==> src/bfknn_pkg.sv <==
// Shared types and constants for the brute-force 3D k-nearest-neighbor search block.
package bfknn_pkg;

    // Default sizes handed to the top level parameters.
    localparam int MAX_POINTS_DEF    = 1024;
    localparam int MAX_NEIGHBORS_DEF = 16;
    localparam int COORD_BITS_DEF    = 16;

    // Fixed field widths of the request and result ports.
    localparam int SLOT_W = 10;
    localparam int DIST_W = 34;
    localparam int RANK_W = 4;
    localparam int PC_W   = 11;
    localparam int NC_W   = 5;

    // Configuration port geometry.
    localparam int APB_ADDR_W = 3;
    localparam int APB_DATA_W = 32;

    // Saturation value of a squared distance.
    localparam logic [DIST_W-1:0] DIST_MAX = {DIST_W{1'b1}};

    // Register reset values.
    localparam logic [PC_W-1:0] PC_RESET = 11'd1024;
    localparam logic [NC_W-1:0] NC_RESET = 5'd1;

    // Request action codes.
    localparam logic ACT_LOAD  = 1'b0;
    localparam logic ACT_QUERY = 1'b1;

    // Register index codes, taken from address bit 2.
    localparam logic REG_POINT_COUNT    = 1'b0;
    localparam logic REG_NEIGHBOR_COUNT = 1'b1;

    // Commands from the controller to the datapath.
    typedef struct packed {
        logic load_we;
        logic query_init;
        logic rd_en;
        logic emit;
        logic emit_last;
    } bfknn_cmd_t;

endpackage

==> src/bfknn_ctrl.sv <==
// Controller state machine: request intake, point scan, pipeline drain and result emission.
module bfknn_ctrl
    import bfknn_pkg::*;
#(
    parameter int MAX_POINTS    = MAX_POINTS_DEF,
    parameter int MAX_NEIGHBORS = MAX_NEIGHBORS_DEF,
    localparam int AW = $clog2(MAX_POINTS),
    localparam int NW = $clog2(MAX_POINTS + 1),
    localparam int KW = $clog2(MAX_NEIGHBORS + 1),
    localparam int IW = (MAX_NEIGHBORS > 1) ? $clog2(MAX_NEIGHBORS) : 1
)
(
    input  logic             clk,
    input  logic             rst_n,
    input  logic             start,
    input  logic             action,
    input  logic [PC_W-1:0]  point_count,
    input  logic [NC_W-1:0]  neighbor_count,
    input  logic             pipe_idle,
    output logic             busy,
    output bfknn_cmd_t       cmd,
    output logic [AW-1:0]    rd_addr,
    output logic [KW-1:0]    k_eff,
    output logic [IW-1:0]    emit_idx
);

    typedef enum logic [1:0] {
        ST_IDLE,
        ST_SCAN,
        ST_DRAIN,
        ST_EMIT
    } state_t;

    state_t         state_reg;
    logic [AW-1:0]  scan_addr_reg;
    logic [NW-1:0]  n_eff_reg;
    logic [KW-1:0]  k_eff_reg;
    logic [IW-1:0]  emit_idx_reg;

    logic           take;
    logic [31:0]    n_wide;
    logic [31:0]    k_wide;
    logic [NW-1:0]  n_eff_next;
    logic [KW-1:0]  k_eff_next;
    logic           scan_last;
    logic           emit_last;

    // Effective counts: saturate at the store and list sizes, k never above n.
    always_comb
    begin
        n_wide = (32'(point_count) > 32'(MAX_POINTS)) ? 32'(MAX_POINTS) : 32'(point_count);
        k_wide = (32'(neighbor_count) > 32'(MAX_NEIGHBORS)) ? 32'(MAX_NEIGHBORS)
                                                             : 32'(neighbor_count);
        if (k_wide > n_wide)
        begin
            k_wide = n_wide;
        end
        n_eff_next = n_wide[NW-1:0];
        k_eff_next = k_wide[KW-1:0];
    end

    assign busy      = (state_reg != ST_IDLE);
    assign take      = start && !busy;
    assign scan_last = (NW'(scan_addr_reg) == (n_eff_reg - NW'(1)));
    assign emit_last = (KW'(emit_idx_reg) == (k_eff_reg - KW'(1)));

    // Commands decoded from the current state and from the request taken while idle.
    always_comb
    begin
        cmd.load_we    = take && (action == ACT_LOAD);
        cmd.query_init = take && (action == ACT_QUERY);
        cmd.rd_en      = (state_reg == ST_SCAN);
        cmd.emit       = (state_reg == ST_EMIT);
        cmd.emit_last  = (state_reg == ST_EMIT) && emit_last;
    end

    assign rd_addr  = scan_addr_reg;
    assign k_eff    = k_eff_reg;
    assign emit_idx = emit_idx_reg;

    // State and counters.
    always_ff @(posedge clk or negedge rst_n)
    begin
        if (!rst_n)
        begin
            state_reg     <= ST_IDLE;
            scan_addr_reg <= '0;
            n_eff_reg     <= '0;
            k_eff_reg     <= '0;
            emit_idx_reg  <= '0;
        end
        else
        begin
            unique case (state_reg)
                ST_IDLE:
                begin
                    if (take && (action == ACT_QUERY))
                    begin
                        n_eff_reg     <= n_eff_next;
                        k_eff_reg     <= k_eff_next;
                        scan_addr_reg <= '0;
                        emit_idx_reg  <= '0;
                        if (k_eff_next != '0)
                        begin
                            state_reg <= ST_SCAN;
                        end
                    end
                end
                ST_SCAN:
                begin
                    scan_addr_reg <= scan_addr_reg + AW'(1);
                    if (scan_last)
                    begin
                        state_reg <= ST_DRAIN;
                    end
                end
                ST_DRAIN:
                begin
                    if (pipe_idle)
                    begin
                        state_reg <= ST_EMIT;
                    end
                end
                ST_EMIT:
                begin
                    emit_idx_reg <= emit_idx_reg + IW'(1);
                    if (emit_last)
                    begin
                        state_reg <= ST_IDLE;
                    end
                end
                default:
                begin
                    state_reg <= ST_IDLE;
                end
            endcase
        end
    end

    // A scan read never goes past the searched points.
    a_scan_in_range: assert property (@(posedge clk) disable iff (!rst_n)
        cmd.rd_en |-> (NW'(scan_addr_reg) < n_eff_reg))
        else $error("scan address beyond point count");

    // A query that reaches the scan has at least one neighbor to return.
    a_scan_has_k: assert property (@(posedge clk) disable iff (!rst_n)
        (state_reg == ST_SCAN) |-> (k_eff_reg != '0) && (KW'(emit_idx_reg) == '0))
        else $error("scan started without neighbors to report");

    // Emission never reads past the neighbors of the current query.
    a_emit_in_range: assert property (@(posedge clk) disable iff (!rst_n)
        (state_reg == ST_EMIT) |-> (KW'(emit_idx_reg) < k_eff_reg))
        else $error("emit index beyond neighbor count");

endmodule

==> config.mk <==
export PLATFORM = sky130hd
export DESIGN_NAME = bfknn_ctrl
export DESIGN_NICKNAME = d
export VERILOG_FILES = /design/src/bfknn_pkg.sv /design/src/bfknn_ctrl.sv
export SDC_FILE = /design/constraint.sdc
export NUM_CORES = 1
export LEC_CHECK = 0
export ABC_AREA = 1
export BUFFER_PORTS_ARGS = -buffer_cell sky130_fd_sc_hd__buf_2
export CELL_PAD_IN_SITES_DETAIL_PLACEMENT = 2
export CELL_PAD_IN_SITES_GLOBAL_PLACEMENT = 2
export CORE_MARGIN = 2
export CORE_UTILIZATION = 31
export DETAILED_ROUTE_END_ITERATION = 8
export PLACE_DENSITY_LB_ADDON = 0.1
export SLEW_MARGIN = 0
export SYNTH_ARGS = -nofsm -noshare
export SYNTH_HDL_FRONTEND = slang
export SYNTH_SLANG_ARGS = --single-unit
==> constraint.sdc <==
create_clock -name clk -period 1.96 [get_ports clk]
set_input_delay 0.196 -clock clk [delete_from_list [all_inputs] [get_ports clk]]
set_output_delay 0.196 -clock clk [all_outputs]
set_load 0.02 [all_outputs]
==> impl_metrics.csv <==
group,metric,value,unit
timing,finalHoldViolCount,0,
routing,wl_per_cell,22.72,um
clock_network,numCtsBuffers,5,
worst_hold_path,holdPathStages,3,
clock_network,cts_buffer_depth,2,
setup_path,cpPeakStageDelay,260,ps
setup_path,crit_type,"in2reg",
clock_network,clkSinkCount,32,
timing,slew_headroom,48.17,%
floorplan,rows,32,
setup_path,cp_data_arrival_time,2550,ps
grt,track_usage,26.08,%
routing,vias,2889,
placed_design,place_hpwl,6.644,mm
yosys,synth_area_per_cell,6.960,um^2
yosys,syn_nets,380,
timing,finClkSkew,6.906,ps
timing,worst_slack,-394.9,ps
yosys,synth_top_area_share,33.35,%
yosys,async_flop_share,100.0,%
power_and_ir_drop,leakagePower,1.858,nW
timing,maxClockFrequency,424.6,MHz
clock_network,htreeDepth,2,
worst_hold_path,min_from,"point_count[7]",
routing,wl,12.81,mm
finish,largest_register_ffs,11,
power_and_ir_drop,power_density,1333,mW/mm^2
run_status,failed_checks,"setup timing",
yosys,synth_edf_count,0,
setup_path,crit_path_end_kind,"register",
yosys,ys_top_cells_by_area,"dfrtp_1 (33%), nand2_1 (13%), inv_1 (7.3%), ha_1 (7.3%), o21ai_0 (5.2%)",
floorplan,dieArea,0.008465,mm^2
timing,slew_viol_final,0,
floorplan,io_pins,46,
power_and_ir_drop,ir_drop,678.5,uV
setup_path,crit_top_cell,"nand2_2",
finish,area_growth,54.30,%
setup_path,rr_worst_depth,12,
finish,num-fill-cells,854,
placed_design,routabilityCongestion,0.7536,
yosys,syn_area,0.002401,mm^2
yosys,synth_most_common_cell,"nand2_1",
grt,grt_max_degree,33,
timing,post-route-period-util,120.1,%
setup_path,r2r-start,"n_eff_reg[2]",
floorplan,die_height,92.01,um
timing,rsz0062_at_grt,"true",
floorplan,coreArea,0.007607,mm^2
routing,antenna_left,0,
clock_network,clk_latency,300,ps
finish,fin_cells,564,
yosys,netlist.top_cell.by_area,"dfrtp_1",
grt,grt_pass1_vias,3333,
clock_network,clockRootBuffer,"clkbuf_8",
yosys,synth_common_cells,"nand2_1 (86), inv_1 (47), dfrtp_1 (32), nor2_1 (32), o21ai_0 (25)",
routing,first_pass_iters,4,
setup_path,path_cells,"buf_2 > inv_2 > nand3_2 > nor2_4 > nor2_4 > buf_4 > nor2_2 > ha_1 > inv_1 > nand3_2 > nand2_1 > nand2_2 > a21oi_4 > o21ai_1 > nor2_1 > nor2_1 > nand2_2 > nand2_2 > nand2_2 > nand2_1",
finish,post-route-util,48.70,%
grt,grt.overflow.total,0,
worst_hold_path,hold_end,"n_eff_reg[7]",
clock_network,clk_pin_slew,70,ps
yosys,ys_seq_area_share,33.35,%
placed_design,dp_cells,537,
finish,n_antenna_cell,0,
placed_design,numPortBuffers,45,
routing,drtIter0Drc,142,
yosys,yosysUniqueCellTypes,33,
flow_run,drv_cap,0,
yosys,syn_inst,345,
timing,finalSetupViolCount,8,
routing,drc,0,
timing,worst_pin_slew,777.5,ps
routing,via_per_inst,5.122,
finish,nNetsFinal,497,
timing,tns,-1675,ps
setup_path,r2r_slack,-160,ps
grt,grt_first_pass_wirelength,17.15,mm
setup_path,start_kind,"primary input",
floorplan,fp.dieW,92.01,um
timing,post-route-min-period,2355,ps
setup_path,r2r-end,"state_reg[1]",
run_status,status,"finished, violations left",
yosys,yosys_warnings,0,
setup_path,critPathSlowestCell,"nor2_4",
yosys,ys.flop_type,"dfrtp_1",
finish,layout-drive-gt1-share,45.67,%
setup_path,cp_max_fo,5,
setup_path,cp.required,2150,ps
clock_network,cts_tree,"yes",
yosys,ys_ff_latch,32,
grt,antenna_found_initial,0,
floorplan,start_util,31.56,%
worst_hold_path,hold_class,"in2reg",
[placed cells by master (no fill, tap or decap), drive strengths merged]
| cell type | n |
|---|---|
| clkbuf | 7 |
| buf | 114 |
| a211oi | 1 |
| dfrtp | 32 |
| nor2 | 46 |
| o21ai | 27 |
| o31ai | 1 |
| inv | 52 |
| and3 | 1 |
| a21boi | 1 |
| or2 | 2 |
| nand3b | 4 |
| nand2 | 93 |
| xor2 | 3 |
| nand3 | 29 |
| dlygate4sd3 | 1 |
| clkinv | 2 |
| xnor2 | 6 |
| a21oi | 10 |
| ha | 14 |
| nor3 | 8 |
| nor4 | 1 |
| nor3b | 1 |
| nand4 | 3 |
| o22ai | 3 |
[layout make-up]
cell class / instances / area (um^2) / share of cell area (%)
clock buffer: 7 / 96.34 / 2.600
tap: 102 / 127.6 / 3.445
sequential: 32 / 800.8 / 21.61
multi-input combinational: 254 / 1643 / 44.34
timing repair buffer: 115 / 833.3 / 22.49
inverter: 54 / 203.9 / 5.505
[cells by family (layout without fill, tap and decap cells)]
| group | Yosys count | count (layout) | share of synthesized area [%] |
|---|---|---|---|
| and+or+nand+nor | 188 | 188 | 36.74 |
| buffers and inverters | 59 | 176 | 9.276 |
| AOI/OAI and AO/OA | 43 | 43 | 10.06 |
| DFF | 32 | 32 | 33.35 |
| adders and majority gates | 14 | 14 | 7.296 |
| xor gates and xnor gates | 9 | 9 | 3.283 |
[critical path, delay by kind of cell]
family,cells,cell delay (ps)
simple gates,13,1330
buf+inv,4,390
compound gates,2,380
fa+ha+maj,1,220
[what timing repair did]
action,in CTS,in global routing
gates resized for setup,43,37
setup buffers,15,5
hold buffers,1,0
hold endpoints to repair,16,0
pin swaps,27,26
setup endpoints to repair,4,16
[per-layer routing]
layer  vias to the layer above  share of wire [%]  global-route usage [%]
li1                       1323                  -                       -
met1                      1465                 40                   26.87
met2                        66                 54                   53.43
met3                        35                2.6                   3.862
met4                         0                3.6                   7.338
met5                         -                  0                       0
[where the power goes]
part	total [mW]	internal, mW	switching [mW]
registers	1.15	0.871	0.277
clock network	0.580	0.313	0.267
logic	3.21	1.21	2.00
[metrics by stage]
| stage | hold slack, ps | instance area (um^2) | total power [mW] | worst slack (ps) |
|---|---|---|---|---|
| after detailed placement | 312.3 | 3172 | 3.678 | -534.9 |
| final | 203.0 | 3705 | 4.937 | -394.9 |
| after CTS | 191.5 | 3541 | 4.485 | -116.9 |
| after global placement | 307.5 | 3172 | 3.519 | -280.4 |
| after global routing | 199.2 | 3705 | 5.250 | -520.7 |
| after floorplan | -99.59 | 2451 | 2.720 | -44.03 |
[worst max path at each step]
stage | start | end
after floorplan | point_count[6] | state_reg[0]
after global placement | point_count[2] | state_reg[0]
after detailed placement | point_count[2] | state_reg[1]
after CTS | point_count[3] | state_reg[0]
after global routing | point_count[1] | state_reg[0]
final | point_count[1] | state_reg[1]
Power figures use the tool's default switching activity.
